<file path="config.mk">
export PLATFORM = sky130hd
export DESIGN_NAME = length_prefixed_crc_deframer
export DESIGN_NICKNAME = d
export VERILOG_FILES = /design/src/hdl/lpcd_pkg.sv /design/src/hdl/length_prefixed_crc_deframer.sv /design/src/hdl/lpcd_front.sv /design/src/hdl/lpcd_fifo.sv /design/src/hdl/lpcd_back.sv
export VERILOG_INCLUDE_DIRS = /design/src /design/src/hdl
export SDC_FILE = /design/constraint.sdc
export NUM_CORES = 1
export LEC_CHECK = 0
export ABC_AREA = 1
export BUFFER_PORTS_ARGS = -buffer_cell sky130_fd_sc_hd__buf_2
export CORE_ASPECT_RATIO = 0.5
export CORE_MARGIN = 2
export CORE_UTILIZATION = 60
export DETAILED_ROUTE_END_ITERATION = 10
export HOLD_SLACK_MARGIN = 0.03
export PLACE_DENSITY = 0.79
export SLEW_MARGIN = 10
export SYNTH_ARGS = -nofsm -noshare
export SYNTH_HDL_FRONTEND = slang
export SYNTH_HIERARCHICAL = 1
export SYNTH_SLANG_ARGS = --single-unit
</file>
<file path="constraint.sdc">
create_clock -name aclk -period 8.4 [get_ports aclk]
set_clock_uncertainty 0.05 [all_clocks]
set_input_delay 1.68 -clock aclk [delete_from_list [all_inputs] [get_ports aclk]]
set_output_delay 1.68 -clock aclk [all_outputs]
set_load 0.01 [all_outputs]
</file>
<file path="src/hdl/length_prefixed_crc_deframer_defines.svh">
// Assertion macros shared by the deframer modules.
`ifndef LENGTH_PREFIXED_CRC_DEFRAMER_DEFINES_SVH
`define LENGTH_PREFIXED_CRC_DEFRAMER_DEFINES_SVH

// Consequent must hold in the same cycle as the antecedent.
`define LPCD_ASSERT_SAME(label, ante, cons, msg) \
    label: assert property (@(posedge aclk) disable iff (!aresetn) (ante) |-> (cons)) \
        else $error(msg);

// Consequent must hold in the cycle after the antecedent.
`define LPCD_ASSERT_NEXT(label, ante, cons, msg) \
    label: assert property (@(posedge aclk) disable iff (!aresetn) (ante) |=> (cons)) \
        else $error(msg);

`endif

</file>
<file path="src/hdl/lpcd_pkg.sv">
// Types, constants and the CRC byte update shared by the deframer modules.
package lpcd_pkg;

    typedef enum logic [2:0] {
        PH_LEN_HI  = 3'd0,
        PH_LEN_LO  = 3'd1,
        PH_CMD     = 3'd2,
        PH_PAYLOAD = 3'd3,
        PH_CRC_HI  = 3'd4,
        PH_CRC_LO  = 3'd5
    } phase_t;

    typedef enum logic [2:0] {
        OP_CMD     = 3'd0,
        OP_PAYLOAD = 3'd1,
        OP_CHECK   = 3'd2,
        OP_ZERO    = 3'd3,
        OP_LONG    = 3'd4
    } op_t;

    typedef struct packed {
        op_t         op;
        logic [7:0]  data;
        logic [15:0] count;
        logic [15:0] rx_crc;
    } op_entry_t;

    localparam logic [1:0] KIND_CMD     = 2'd0;
    localparam logic [1:0] KIND_PAYLOAD = 2'd1;
    localparam logic [1:0] KIND_STATUS  = 2'd2;

    localparam logic [1:0] ST_OK   = 2'd0;
    localparam logic [1:0] ST_CRC  = 2'd1;
    localparam logic [1:0] ST_ZERO = 2'd2;
    localparam logic [1:0] ST_LONG = 2'd3;

    localparam logic [15:0] CRC_POLY       = 16'h8408;
    localparam logic [16:0] HEADER_AND_CRC = 17'd4;
    localparam logic [16:0] MAX_FRAME_RESET = 17'd1024;

    function automatic logic [15:0] crc_byte(input logic [15:0] crc, input logic [7:0] b);
        logic [15:0] c;
        c = crc ^ {8'h00, b};
        for (int i = 0; i < 8; i++) begin
            if (c[0]) begin
                c = (c >> 1) ^ CRC_POLY;
            end else begin
                c = c >> 1;
            end
        end
        return c;
    endfunction

endpackage

</file>
<file path="src/hdl/length_prefixed_crc_deframer.sv">
// Top level of the length-prefixed CRC-16 frame deframer.
// Input channel s_*: one stream byte per transfer. A frame is a big-endian
// 16-bit body length, the body (command byte then payload) and a big-endian
// CRC-16 of the body (reflected polynomial 0x8408, initial value zero).
// Output channel m_*: the command byte and each payload byte as they arrive,
// then one status transfer per frame (ok, CRC mismatch, zero length or too
// long). The receiver must drop the streamed bytes of a frame whose status
// is not ok. cfg_wr_en/cfg_wr_data write the largest whole frame size and
// may be written only while the block is idle.
// Throughput is one byte per cycle while the receiver keeps taking results.
// A result passes from the transfer that causes it through the operation queue
// and then the output register before it is presented on m_*.
// Length and CRC high bytes cause no result.
// When the receiver stalls, the output register holds its result, the
// operation queue fills and s_ready falls once it is full.
// Reset returns the block to waiting for a length byte, empties the queue
// and sets the frame size limit to 1024 bytes.
module length_prefixed_crc_deframer
    import lpcd_pkg::*;
#(
    parameter int QUEUE_DEPTH = 2
) (
    input  logic        aclk,
    input  logic        aresetn,
    input  logic        cfg_wr_en,
    input  logic [16:0] cfg_wr_data,
    input  logic        s_valid,
    output logic        s_ready,
    input  logic [7:0]  s_rx_byte,
    output logic        m_valid,
    input  logic        m_ready,
    output logic [1:0]  m_out_kind,
    output logic [7:0]  m_out_byte,
    output logic [1:0]  m_frame_status,
    output logic [15:0] m_payload_count,
    output logic        m_frame_end
);

    logic      push_valid;
    logic      push_ready;
    op_entry_t push_entry;
    logic      pop_valid;
    logic      pop_ready;
    op_entry_t pop_entry;

    lpcd_front u_front (
        .aclk        (aclk),
        .aresetn     (aresetn),
        .cfg_wr_en   (cfg_wr_en),
        .cfg_wr_data (cfg_wr_data),
        .s_valid     (s_valid),
        .s_ready     (s_ready),
        .s_rx_byte   (s_rx_byte),
        .push_valid  (push_valid),
        .push_ready  (push_ready),
        .push_entry  (push_entry)
    );

    lpcd_fifo #(
        .QUEUE_DEPTH (QUEUE_DEPTH)
    ) u_fifo (
        .aclk       (aclk),
        .aresetn    (aresetn),
        .push_valid (push_valid),
        .push_ready (push_ready),
        .push_entry (push_entry),
        .pop_valid  (pop_valid),
        .pop_ready  (pop_ready),
        .pop_entry  (pop_entry)
    );

    lpcd_back u_back (
        .aclk            (aclk),
        .aresetn         (aresetn),
        .pop_valid       (pop_valid),
        .pop_ready       (pop_ready),
        .pop_entry       (pop_entry),
        .m_valid         (m_valid),
        .m_ready         (m_ready),
        .m_out_kind      (m_out_kind),
        .m_out_byte      (m_out_byte),
        .m_frame_status  (m_frame_status),
        .m_payload_count (m_payload_count),
        .m_frame_end     (m_frame_end)
    );

endmodule

</file>
<file path="src/hdl/lpcd_front.sv">
// Front end: accepts stream bytes, tracks the frame phase and queues operations.
`include "length_prefixed_crc_deframer_defines.svh"

module lpcd_front
    import lpcd_pkg::*;
(
    input  logic        aclk,
    input  logic        aresetn,
    input  logic        cfg_wr_en,
    input  logic [16:0] cfg_wr_data,
    input  logic        s_valid,
    output logic        s_ready,
    input  logic [7:0]  s_rx_byte,
    output logic        push_valid,
    input  logic        push_ready,
    output op_entry_t   push_entry
);

    phase_t      phase_reg, phase_next;
    logic [7:0]  length_high_reg, length_high_next;
    logic [15:0] body_length_reg, body_length_next;
    logic [15:0] body_remaining_reg, body_remaining_next;
    logic [7:0]  crc_high_reg, crc_high_next;
    logic [16:0] max_frame_bytes_reg;
    logic        accept;
    logic [15:0] len_word;
    logic [15:0] remaining_dec;
    logic        too_long;

    assign s_ready       = push_ready;
    assign accept        = s_valid && s_ready;
    assign len_word      = {length_high_reg, s_rx_byte};
    assign remaining_dec = body_remaining_reg - 16'd1;
    assign too_long      = ({1'b0, len_word} + HEADER_AND_CRC) > max_frame_bytes_reg;

    always_ff @(posedge aclk) begin
        if (!aresetn) begin
            phase_reg           <= PH_LEN_HI;
            length_high_reg     <= 8'h00;
            body_length_reg     <= 16'h0000;
            body_remaining_reg  <= 16'h0000;
            crc_high_reg        <= 8'h00;
            max_frame_bytes_reg <= MAX_FRAME_RESET;
        end else begin
            phase_reg          <= phase_next;
            length_high_reg    <= length_high_next;
            body_length_reg    <= body_length_next;
            body_remaining_reg <= body_remaining_next;
            crc_high_reg       <= crc_high_next;
            if (cfg_wr_en) begin
                max_frame_bytes_reg <= cfg_wr_data;
            end
        end
    end

    always_comb begin
        phase_next          = phase_reg;
        length_high_next    = length_high_reg;
        body_length_next    = body_length_reg;
        body_remaining_next = body_remaining_reg;
        crc_high_next       = crc_high_reg;
        if (accept) begin
            unique case (phase_reg)
                PH_LEN_LO: begin
                    body_length_next = len_word;
                    if (len_word == 16'h0000 || too_long) begin
                        phase_next = PH_LEN_HI;
                    end else begin
                        body_remaining_next = len_word;
                        phase_next          = PH_CMD;
                    end
                end
                PH_CMD, PH_PAYLOAD: begin
                    body_remaining_next = remaining_dec;
                    phase_next = (remaining_dec == 16'h0000) ? PH_CRC_HI : PH_PAYLOAD;
                end
                PH_CRC_HI: begin
                    crc_high_next = s_rx_byte;
                    phase_next    = PH_CRC_LO;
                end
                PH_CRC_LO: begin
                    phase_next = PH_LEN_HI;
                end
                default: begin
                    length_high_next = s_rx_byte;
                    phase_next       = PH_LEN_LO;
                end
            endcase
        end
    end

    always_comb begin
        push_valid        = 1'b0;
        push_entry.op     = OP_CMD;
        push_entry.data   = s_rx_byte;
        push_entry.count  = 16'h0000;
        push_entry.rx_crc = {crc_high_reg, s_rx_byte};
        unique case (phase_reg)
            PH_LEN_LO: begin
                push_valid = accept;
                if (len_word == 16'h0000) begin
                    push_entry.op = OP_ZERO;
                end else begin
                    push_entry.op    = OP_LONG;
                    push_entry.count = len_word - 16'd1;
                end
                if (len_word != 16'h0000 && !too_long) begin
                    push_valid = 1'b0;
                end
            end
            PH_CMD: begin
                push_valid    = accept;
                push_entry.op = OP_CMD;
            end
            PH_PAYLOAD: begin
                push_valid    = accept;
                push_entry.op = OP_PAYLOAD;
            end
            PH_CRC_LO: begin
                push_valid       = accept;
                push_entry.op    = OP_CHECK;
                push_entry.count = body_length_reg - 16'd1;
            end
            default: begin
                push_valid = 1'b0;
            end
        endcase
    end

    `LPCD_ASSERT_NEXT(a_zero_length_restarts,
        accept && phase_reg == PH_LEN_LO && len_word == 16'h0000,
        phase_reg == PH_LEN_HI, "zero-length frame did not return to length wait")
    `LPCD_ASSERT_SAME(a_push_needs_transfer, push_valid,
        s_valid && s_ready, "operation queued without an input transfer")
    `LPCD_ASSERT_NEXT(a_body_end_to_crc,
        accept && (phase_reg == PH_CMD || phase_reg == PH_PAYLOAD) &&
        body_remaining_reg == 16'd1,
        phase_reg == PH_CRC_HI, "last body byte did not lead to the CRC bytes")

endmodule

</file>
<file path="src/hdl/lpcd_fifo.sv">
// Short queue of classified operations between the front and back ends.
module lpcd_fifo
    import lpcd_pkg::*;
#(
    parameter int QUEUE_DEPTH = 2
) (
    input  logic      aclk,
    input  logic      aresetn,
    input  logic      push_valid,
    output logic      push_ready,
    input  op_entry_t push_entry,
    output logic      pop_valid,
    input  logic      pop_ready,
    output op_entry_t pop_entry
);

    localparam int PTR_W = $clog2(QUEUE_DEPTH);
    localparam int CNT_W = $clog2(QUEUE_DEPTH + 1);

    op_entry_t        mem_reg [QUEUE_DEPTH];
    logic [PTR_W-1:0] wr_ptr_reg, wr_ptr_next;
    logic [PTR_W-1:0] rd_ptr_reg, rd_ptr_next;
    logic [CNT_W-1:0] count_reg, count_next;
    logic             do_push;
    logic             do_pop;

    assign push_ready = (count_reg != CNT_W'(QUEUE_DEPTH));
    assign pop_valid  = (count_reg != '0);
    assign pop_entry  = mem_reg[rd_ptr_reg];
    assign do_push    = push_valid && push_ready;
    assign do_pop     = pop_valid && pop_ready;

    always_comb begin
        wr_ptr_next = wr_ptr_reg;
        rd_ptr_next = rd_ptr_reg;
        count_next  = count_reg;
        if (do_push) begin
            wr_ptr_next = (wr_ptr_reg == PTR_W'(QUEUE_DEPTH - 1)) ? '0 : wr_ptr_reg + 1'b1;
        end
        if (do_pop) begin
            rd_ptr_next = (rd_ptr_reg == PTR_W'(QUEUE_DEPTH - 1)) ? '0 : rd_ptr_reg + 1'b1;
        end
        if (do_push && !do_pop) begin
            count_next = count_reg + 1'b1;
        end else if (do_pop && !do_push) begin
            count_next = count_reg - 1'b1;
        end
    end

    always_ff @(posedge aclk) begin
        if (!aresetn) begin
            wr_ptr_reg <= '0;
            rd_ptr_reg <= '0;
            count_reg  <= '0;
        end else begin
            wr_ptr_reg <= wr_ptr_next;
            rd_ptr_reg <= rd_ptr_next;
            count_reg  <= count_next;
        end
    end

    always_ff @(posedge aclk) begin
        if (do_push) begin
            mem_reg[wr_ptr_reg] <= push_entry;
        end
    end

endmodule

</file>
<file path="src/hdl/lpcd_back.sv">
// Back end: runs the CRC, checks it and drives the registered result channel.
`include "length_prefixed_crc_deframer_defines.svh"

module lpcd_back
    import lpcd_pkg::*;
(
    input  logic        aclk,
    input  logic        aresetn,
    input  logic        pop_valid,
    output logic        pop_ready,
    input  op_entry_t   pop_entry,
    output logic        m_valid,
    input  logic        m_ready,
    output logic [1:0]  m_out_kind,
    output logic [7:0]  m_out_byte,
    output logic [1:0]  m_frame_status,
    output logic [15:0] m_payload_count,
    output logic        m_frame_end
);

    logic [15:0] crc_reg, crc_next;
    logic        m_valid_reg, m_valid_next;
    logic [1:0]  kind_reg, kind_next;
    logic [7:0]  byte_reg, byte_next;
    logic [1:0]  status_reg, status_next;
    logic [15:0] count_reg, count_next;
    logic        end_reg, end_next;
    logic        pop;

    assign pop_ready = !m_valid_reg || m_ready;
    assign pop       = pop_valid && pop_ready;

    always_comb begin
        crc_next     = crc_reg;
        m_valid_next = m_valid_reg && !m_ready;
        kind_next    = kind_reg;
        byte_next    = byte_reg;
        status_next  = status_reg;
        count_next   = count_reg;
        end_next     = end_reg;
        if (pop) begin
            m_valid_next = 1'b1;
            byte_next    = 8'h00;
            status_next  = ST_OK;
            count_next   = 16'h0000;
            end_next     = 1'b0;
            kind_next    = KIND_STATUS;
            unique case (pop_entry.op)
                OP_CMD: begin
                    crc_next  = crc_byte(16'h0000, pop_entry.data);
                    kind_next = KIND_CMD;
                    byte_next = pop_entry.data;
                end
                OP_PAYLOAD: begin
                    crc_next  = crc_byte(crc_reg, pop_entry.data);
                    kind_next = KIND_PAYLOAD;
                    byte_next = pop_entry.data;
                end
                OP_CHECK: begin
                    status_next = (pop_entry.rx_crc == crc_reg) ? ST_OK : ST_CRC;
                    count_next  = pop_entry.count;
                    end_next    = 1'b1;
                end
                OP_ZERO: begin
                    status_next = ST_ZERO;
                    end_next    = 1'b1;
                end
                default: begin
                    status_next = ST_LONG;
                    count_next  = pop_entry.count;
                    end_next    = 1'b1;
                end
            endcase
        end
    end

    always_ff @(posedge aclk) begin
        if (!aresetn) begin
            m_valid_reg <= 1'b0;
            crc_reg     <= 16'h0000;
        end else begin
            m_valid_reg <= m_valid_next;
            crc_reg     <= crc_next;
        end
    end

    always_ff @(posedge aclk) begin
        kind_reg   <= kind_next;
        byte_reg   <= byte_next;
        status_reg <= status_next;
        count_reg  <= count_next;
        end_reg    <= end_next;
    end

    assign m_valid         = m_valid_reg;
    assign m_out_kind      = kind_reg;
    assign m_out_byte      = byte_reg;
    assign m_frame_status  = status_reg;
    assign m_payload_count = count_reg;
    assign m_frame_end     = end_reg;

    `LPCD_ASSERT_NEXT(a_check_gives_status, pop && pop_entry.op == OP_CHECK,
        m_valid && m_frame_end, "CRC check did not produce a closing status")
    `LPCD_ASSERT_NEXT(a_byte_not_closing,
        pop && (pop_entry.op == OP_CMD || pop_entry.op == OP_PAYLOAD),
        m_valid && !m_frame_end && m_frame_status == ST_OK,
        "body byte result marked as a status")
    `LPCD_ASSERT_SAME(a_pop_slot_free, pop, !m_valid_reg || m_ready,
        "operation taken while the result register was occupied")

endmodule
</file>
### Word level (Yosys, flattened, before mapping)

Memory sizes are Yosys's and may differ from the RTL's. A register that Yosys moved wholly into a read port is not among the register bits.
Cells that the tools add are included.

| storage, ports and cells | value |
|---|---|
| word-level logic and storage cells | 156 |
| flip-flop bits (word level) | 118 |
| RAM bits | 86 |
| memories kept | 1 |
| input bits | 30 |
| output and inout port bits | 31 |

| cells by class | value |
|---|---|
| muxes and demuxes | 69 |
| add/subtract/negate cells | 8 |
| eq/ne operators | 11 |
| order comparisons | 1 |
| reductions and logical operators | 32 |
| bitwise gates (word level) | 18 |

Memory list:

| name | words | width | rd ports | clocked after memory_dff | write ports | RTL line | RTL |
|---|---|---|---|---|---|---|---|
| u_fifo.mem_reg | 2 | 43 | 1 | 1 | 1 | lpcd_fifo.sv:20 | `op_entry_t mem_reg [QUEUE_DEPTH];` |

Operators with widths:

| operator | count |
|---|---|
| 16-bit 2-to-1 mux | 46 |
| 16-bit case mux with 2 select lines | 3 |
| 16-bit by 1-bit subtractor with 16-bit output, second input constant | 3 |
| 2-bit NOT with 3-bit output | 15 |
| 16-bit logical NOT | 2 |
| 16-bit by 3-bit adder with 17-bit output, second input constant | 1 |
| 17-bit greater-than comparator | 1 |
| 16-bit equality test | 1 |
| 16-bit nonzero test | 1 |
| 16-bit by 8-bit XOR with 16-bit output | 1 |
| 3-bit by 2-bit equality test with 1-bit output, second input constant | 4 |
| 3-bit case mux with 4 select lines | 1 |
| 1-bit 2-to-1 mux | 10 |
| 3-bit case mux with 3 select lines | 1 |
| 2-bit AND reduction | 4 |
| 2-bit nonzero test | 4 |
| 1-bit logical AND | 7 |
| 3-bit by 1-bit equality test with 1-bit output, second input constant | 2 |
| 3-bit equality test, second input constant | 2 |
| 2-bit 2-to-1 mux | 3 |
| 3-bit 2-to-1 mux | 2 |
| 2-bit case mux with 3 select lines | 1 |
| 3-bit OR reduction | 2 |
| 1-bit logical NOT | 5 |
| 13 further kinds | 17 |

### Logic depth before layout (Yosys ltp)

Gate-level depths: netlist of the first run.

| logic depth | value |
|---|---|
| depth after elaboration | 32 |
| gate-level depth with buffers | 32 |

### By module

Netlist of the first run, hierarchy kept.

By module, submodules not included:

| module | cells an instance | area an instance (um^2) | instances | sequential area each (um^2) |
|---|---|---|---|---|
| lpcd_front | 712 | 4670.7 | 1 | 1361.3 |
| lpcd_fifo | 171 | 3548.4 | 1 | 2682.6 |
| lpcd_back | 343 | 2602.5 | 1 | 1181.1 |

### Least setup slack after synthesis of the first run

No wires, ideal clock.

| path | value |
|---|---|
| path type | input port to flip-flop |
| start | in s_rx_byte[4] |
| end | mem u_fifo/mem_reg[0][0] (netlist bit) (enable) |
| data arrival time | 6.058 ns |
| setup time | 0.443 ns |
| path buffers | 2 |
| setup slack | 1.849 ns |
| stages on the path | 24 |
| required time | 7.907 ns |
| cell sequence | buf_2 nand2_1 nor2_1 nand3_1 nor4_2 nand2_1 nor2_1 nand3_1 nand2_1 inv_1 ha_1 nand2_1 nor2_1 nand2_1 nor3b_2 nand2_1 nand3_1 nand2_1 nand2_1 nand2_2 buf_2 a31oi_1 nand2_1 nor2_1 |

| between the ends | value |
|---|---|
| cells in the longest elaborated chain, start to end | 9 |

Ends and longest elaborated chain:

| element | RTL line | RTL |
|---|---|---|
| start, declared | length_prefixed_crc_deframer.sv:29 | `input logic [7:0] s_rx_byte,` |
| 16-bit by 3-bit adder with 17-bit output | lpcd_front.sv:34 | `assign too_long = ({1'b0, len_word} + HEADER_AND_CRC) > max_frame_bytes_reg;` |
| 17-bit greater-than comparator | lpcd_front.sv:34 |  |
| 1-bit logical NOT | lpcd_front.sv:107 | `if (len_word != 16'h0000 && !too_long) begin` |
| 1-bit logical AND (*) | lpcd_front.sv:107 |  |
| 1-bit 2-to-1 mux (*) | lpcd_front.sv:107 |  |
| 1-bit case mux with 2 select lines (*) | lpcd_front.sv:98 | `unique case (phase_reg)` |
| via push_valid | length_prefixed_crc_deframer.sv:39 | `logic push_valid;` |
| 1-bit logical AND (*) | lpcd_fifo.sv:30 | `assign do_push = push_valid && push_ready;` |
| 1-bit 2-to-1 mux (*) | lpcd_fifo.sv:63 | `if (do_push) begin` |
| 1-bit 2-to-1 mux (implied by the code) (*) | lpcd_fifo.sv:64 | `mem_reg[wr_ptr_reg] <= push_entry;` |
| end, declared | lpcd_fifo.sv:20 |  |

The timed path passes the listed nets; every way through them passes the cells marked *.

### Final worst setup path of the first run

| path | value |
|---|---|
| start | in s_rx_byte[2] |
| end | mem u_fifo/mem_reg[0][40] (netlist bit) (enable) |

The elaborated chain is that of the path after synthesis.

==> results.json, run 1 <==
{
  "synth.top_cell.area_share_pct": 31.63,
  "async_flop_share_pct": 0,
  "via_per_inst": 5.628,
  "drv_cap": 0,
  "first_iter_violations": 746,
  "grt_overflow": 0,
  "cts_setup_buffers": 0,
  "slowest_delay_ns": 0.63,
  "grt_pass1_wl_um": 41010,
  "syn2layout_area_growth_pct": 8.348,
  "dp_hpwl_um": 17170,
  "grt_usage_pct": 26.52,
  "synth_area_um2": 10820,
  "worst_slew_pin_slew_ns": 0.8801,
  "grt_pass1_vias": 8197,
  "wl_met1_um": 10570,
  "leakage_nw": 4.957,
  "syn-instance-count": 1226,
  "p_seq_share_pct": 38.9,
  "dieArea_um2": 19190,
  "status": "completed",
  "ys_top_cells_by_area": "edfxtp_1, dfxtp_1, nand2_1",
  "place_inst": 1464,
  "synth_area_leader_cell": "edfxtp_1",
  "coreArea_um2": 17530,
  "yosysWarnings": 6,
  "detail-route-antenna-nets": 0,
  "cts_tree": "yes",
  "max_freq_ghz": 0.1723,
  "route.met2.wl_um": 12250,
  "ir_drop_mv": 0.1653,
  "drive_gt1_share_pct": 14.83,
  "power.switching_mw": 1.257,
  "fin_tns_setup_ns": 0,
  "p_clk_share_pct": 26.0,
  "highest_layer": "met4",
  "nNetsFinal": 1308,
  "htree_levels": 1,
  "p_int_mw": 2.172,
  "core.rowCount": 34,
  "hold_violations": 0,
  "via_count": 8453,
  "setup_violations": 0,
  "antenna_found_initial": 0,
  "grt_setup_unrepaired": "false",
  "slew_viol_final": 0,
  "wl_um": 25250,
  "ys.flop_type": "edfxtp_1",
  "cp_slowest_cell": "nor2_4",
  "initial_utilization_pct": 61.74,
  "cts_buffers": 20,
  "synth_fp_nets": 1280,
  "fp.dieW_um": 193.9,
  "cts_buffer_depth": 3,
  "crit_type": "input port to register",
  "crit_top_cell": "nand2_1",
  "largest_reg_flops": 86,
  "cp.arrival_ns": 5.96,
  "end_kind": "register",
  "cts_hold_buf": 0,
  "finalPower_mw": 3.429,
  "die_h_um": 98.97,
  "clk_latency_ns": 0.50,
  "yosysUniqueCellTypes": 47,
  "path_clk_slew_ns": 0.06,
  "combPwrFrac_pct": 35.1,
  "post-route-min-period_ns": 5.803,
  "io_buffers": 60,
  "clockRootBuffer": "clkbuf_16",
  "cp.required_ns": 8.56,
  "slew_headroom_pct": 41.01,
  "path_max_fanout": 23,
  "power_density_nw_per_um2": 292.4,
  "grt_max_degree": 70,
  "stdcell_count": 1502,
  "drcViolationCount": 0,
  "diodes": 0,
  "synth_edf_count": 114,
  "postSynthAreaPerCell_um2": 8.827,
  "cts_resized": 0,
  "cp-start-kind": "input port",
  "pin_count": 61,
  "gp_congestion": 0.9116,
  "hp-class": "register to register",
  "clock_sinks": 204,
  "wl_met3_um": 1909,
  "ys_seq_area_share_pct": 48.28,
  "ys_seq_elements": 204,
  "post-route-period-util_pct": 69.09,
  "first_pass_iters": 5,
  "wl_per_cell_um": 16.81,
  "swShare_pct": 36.67
}
final timing paths:
check                                               start                               to  slack, ns  depth (start not counted)
hold / removal       u_front/crc_high_reg[5]$_SDFFE_PN0P_  u_fifo/mem_reg[0][13]$_DFFE_PP_       0.41                          0
hold reg to reg      u_front/crc_high_reg[5]$_SDFFE_PN0P_  u_fifo/mem_reg[0][13]$_DFFE_PP_       0.41                          0
setup reg to reg  u_front/length_high_reg[0]$_SDFFE_PN0P_  u_fifo/mem_reg[0][40]$_DFFE_PP_       3.78                         21
setup / recovery                             s_rx_byte[2]  u_fifo/mem_reg[0][40]$_DFFE_PP_       2.60                         25
final cells by class:
class                   count  area (um^2)
fillers                  1345         5802
flip-flops and latches    204         5226
multi-input cells         802         4584
inverters                 160        603.1
clock buffers              23        511.7
repair buffers             66        377.9
well taps                 234        292.8
clock inverters            13        128.9
worst max-delay path, delay by kind of cell:
kind / cells / cell delay [ns]
buf+inv: 3 / 0.51
compound gates: 1 / 0.21
fa+ha+maj: 2 / 0.50
simple gates: 19 / 3.03
routing by layer:
metal  up-vias  global-route usage (%)
li1       4091                       -
met1      3951                   34.06
met2       358                   47.31
met3        53                   4.244
met4         0                   6.935
met5         -                       0
Yosys cell counts, types with 11 or more instances:
cell,number
mux2_4,40
ha_1,24
a21oi_1,107
buf_4,22
buf_2,11
clkbuf_1,17
inv_2,13
nor2_1,117
nand3_1,64
dfxtp_1,90
inv_1,142
nand2_1,231
o21ai_0,92
xnor2_1,19
xor2_1,29
o22ai_1,12
edfxtp_1,114
cell families after synthesis:
group                      synth area share [%]
xor gates and xnor gates                  4.185
DFF                                       48.28
adders and majority gates                 2.775
muxes                                     5.862
buffers and inverters                     9.492
and+or+nand+nor                           18.61
AOI/OAI and AO/OA                         10.79
metrics by stage:
| step | setup slack, ns | hold WS [ns] | util [%] | area (um^2) |
|---|---|---|---|---|
| 3_3_place_gp | 2.148 | 0.3818 | 62.97 | 11040 |
| 2_1_floorplan | 1.849 | 0.3756 | - | 10820 |
| 6_report | 2.597 | 0.4096 | 66.90 | 11730 |
| 4_1_cts | 2.478 | 0.4102 | 66.63 | 11680 |
| 3_5_place_dp | 1.955 | 0.3905 | 62.97 | 11040 |
| 5_1_grt | 2.157 | 0.4250 | 66.90 | 11730 |
placed cells by master, fill, tap and decap left out, drive strengths merged, types with 2 or more instances in the layout:
cell,instances
nand2,236
inv,156
nor2,125
edfxtp,114
a21oi,110
o21ai,96
dfxtp,90
nand3,67
buf,66
mux2,43
xor2,29
ha,24
clkbuf,23
xnor2,21
nor3,14
clkinv,14
o22ai,12
nand4,10
a31oi,3
nand3b,3
nor4,3
bufinv,2
power by group through the flow:
stage / Combinational (mW) / Sequential (mW) / Clock (mW)
2_1_floorplan: 0.934 / 1.34 / 0
3_3_place_gp: 1.13 / 1.34 / 0
3_5_place_dp: 1.17 / 1.35 / 0
4_1_cts: 1.19 / 1.33 / 0.904
5_1_grt: 1.34 / 1.35 / 0.938
6_report: 1.20 / 1.33 / 0.892
Power figures use the tool's default switching activity.
==> inputs of run 2 (changes only) <==
- clock period: 8.4 -> 5.8 ns (I/O delays scaled with it)
==> run 2 against run 1 <==
  * Setup slack lost 1.7 ns
  * Core utilization shrank 0.21 points
  * Clock-buffer cell count is 1 higher
  * Sequential power rose by 48%
  * Critical path depth grew 4
  * Sequential cell count stayed put
  * Clock power rose by 40%
  * Routed wire length fell by 2.4%
  * Critical endpoint is now u_fifo/count_reg[1]$_SDFFE_PN0P_
  * Largest power group unchanged
==> results.json, run 2 (synthesis results as in run 1) <==
{
  "die_h_um": 98.97,
  "wl_per_cell_um": 16.42,
  "clockRootBuffer": "clkbuf_16",
  "fp.dieW_um": 193.9,
  "drcViolationCount": 0,
  "layout_setup_ws_ns": 0.9298,
  "combPwrFrac_pct": 34.5,
  "post-place-ws_ns": 0.5313,
  "core.rowCount": 34,
  "htree_levels": 1,
  "leakage_nw": 4.937,
  "first_pass_iters": 5,
  "met2_usage_pct": 44.56,
  "clk_latency_ns": 0.50,
  "detail-route-antenna-nets": 0,
  "n_fill_cell": 1386,
  "status": "completed",
  "drive_gt1_share_pct": 14.69,
  "via_count": 8446,
  "setup_violations": 0,
  "path_delay_family": "simple AND/OR/NAND/NOR gates",
  "grt_max_degree": 48,
  "grt_overflow": 0,
  "grt_pass1_wl_um": 39720,
  "swShare_pct": 36.36,
  "top_usage_layer": "met2",
  "wl_um": 24630,
  "slew_viol_final": 0,
  "critPathBufInv": 5,
  "dp_hpwl_um": 17120,
  "cts_tree": "yes",
  "finalHoldWorstSlack_ns": 0.4174,
  "cp.arrival_ns": 5.25,
  "post-route-cell-area_um2": 11690,
  "p_int_mw": 3.122,
  "crit_top_cell": "nand2_1",
  "slowest_delay_ns": 0.33,
  "cp.required_ns": 6.18,
  "slew_headroom_pct": 40.79,
  "clock_sinks": 204,
  "cts_hold_buf": 0,
  "stdcell_count": 1500,
  "post-route-period-util_pct": 83.97,
  "final_util_pct": 66.69,
  "place_inst": 1466,
  "gp_congestion": 0.9014,
  "ir_drop_mv": 0.2286,
  "layout_commonest_cell": "nand2_1",
  "first_iter_violations": 597,
  "cp_slowest_cell": "ha_1",
  "p_clk_share_pct": 25.4,
  "syn2layout_area_growth_pct": 8.012,
  "p_seq_share_pct": 40.1,
  "worst_slew_pin_slew_ns": 0.8834,
  "largest_reg_flops": 86,
  "hp-class": "register to register",
  "power_density_nw_per_um2": 419.6,
  "use_met1_pct": 33.56,
  "pin_count": 61,
  "gr-usage-met3_pct": 4.346,
  "dieArea_um2": 19190,
  "layout_common_cells": "nand2_1, inv_1, nor2_1, edfxtp_1, a21oi_1",
  "initial_utilization_pct": 61.74,
  "power.switching_mw": 1.783,
  "cts_resized": 0,
  "path_clk_slew_ns": 0.07,
  "crit_type": "input port to register",
  "via_per_inst": 5.631,
  "max_freq_ghz": 0.2053,
  "cts_buffers": 19,
  "grt_pass1_vias": 8066,
  "post-route-min-period_ns": 4.870,
  "diodes": 0,
  "grt_setup_unrepaired": "false",
  "hold_violations": 0,
  "drv_cap": 0,
  "end_kind": "register",
  "antenna_found_initial": 0,
  "grt_usage_pct": 25.71,
  "placed_area_um2": 11080,
  "cp-start-kind": "input port",
  "path_max_fanout": 16,
  "nNetsFinal": 1307,
  "cts_buffer_depth": 3,
  "cts_setup_buffers": 0,
  "io_buffers": 60,
  "coreArea_um2": 17530
}
[run 2: cell types whose count changed in the layout (fill, tap and decap cells not counted)]
cell,change
buf_12,+1
clkinv_4,+1
clkinv_2,-2
buf_16,-1
clkinv_8,-1
clkbuf_16,-1
clkinv_1,-1
clkbuf_1,+1
clkbuf_8,+1
[run 2: path summary, 6_finish.rpt]
check	slack (ns)	cells after the start	start	to
worst max-delay path	0.93	29	s_rx_byte[2]	u_fifo/count_reg[1]$_SDFFE_PN0P_
worst min-delay path	0.42	0	u_front/crc_high_reg[6]$_SDFFE_PN0P_	u_fifo/mem_reg[1][14]$_DFFE_PP_
worst max register to register	1.57	25	u_front/length_high_reg[0]$_SDFFE_PN0P_	u_fifo/count_reg[1]$_SDFFE_PN0P_
worst min register to register	0.42	0	u_front/crc_high_reg[6]$_SDFFE_PN0P_	u_fifo/mem_reg[1][14]$_DFFE_PP_
[run 2: layer usage]
layer,wire length [um],up-vias
met5,0,-
met4,520,0
met3,1599,51
met2,11650,318
met1,10860,3979
li1,-,4098
[run 2: worst reg2reg max path: stages (launching register included)]
cell	delay [ns]
dfxtp_1	0.49
inv_1	0.24
nor4_2	0.35
nand2_1	0.14
nor2_1	0.16
nand3_1	0.11
nand2_1	0.10
inv_1	0.04
ha_1	0.28
nand2_1	0.06
nor2_1	0.16
nand2_1	0.12
nor3b_2	0.23
nand2_1	0.11
nand2_1	0.10
nand2_1	0.06
nand2_2	0.23
a31oi_1	0.14
nand2_1	0.25
inv_1	0.10
ha_1	0.33
inv_1	0.08
nand3_1	0.07
nand2_1	0.06
inv_1	0.04
nor2_1	0.08
[run 2: stage by stage]
stage | TNS, ns | total power [mW]
after floorplan | -19.86 | 3.300
after global placement | 0 | 3.583
after detailed placement | 0 | 3.645
after CTS | 0 | 4.899
after global routing | 0 | 5.192
final | 0 | 4.905
[run 2: power groups by stage]
stage	Combinational (mW)	Clock (mW)	Sequential, mW
after floorplan	1.35	0	1.95
after global routing	1.88	1.32	1.99
after detailed placement	1.66	0	1.99
final	1.69	1.25	1.97
after global placement	1.61	0	1.98
after CTS	1.68	1.26	1.96
[run 2: area by class of cell]
type | count | area [um^2] | share of cell area [%]
Sequential cell | 204 | 5226 | 44.71
Multi-Input combinational cell | 802 | 4584 | 39.22
Inverter | 160 | 603.1 | 5.159
Clock buffer | 24 | 504.2 | 4.314
Timing Repair Buffer | 66 | 370.4 | 3.168
Tap cell | 234 | 292.8 | 2.505
Clock inverter | 10 | 107.6 | 0.9206
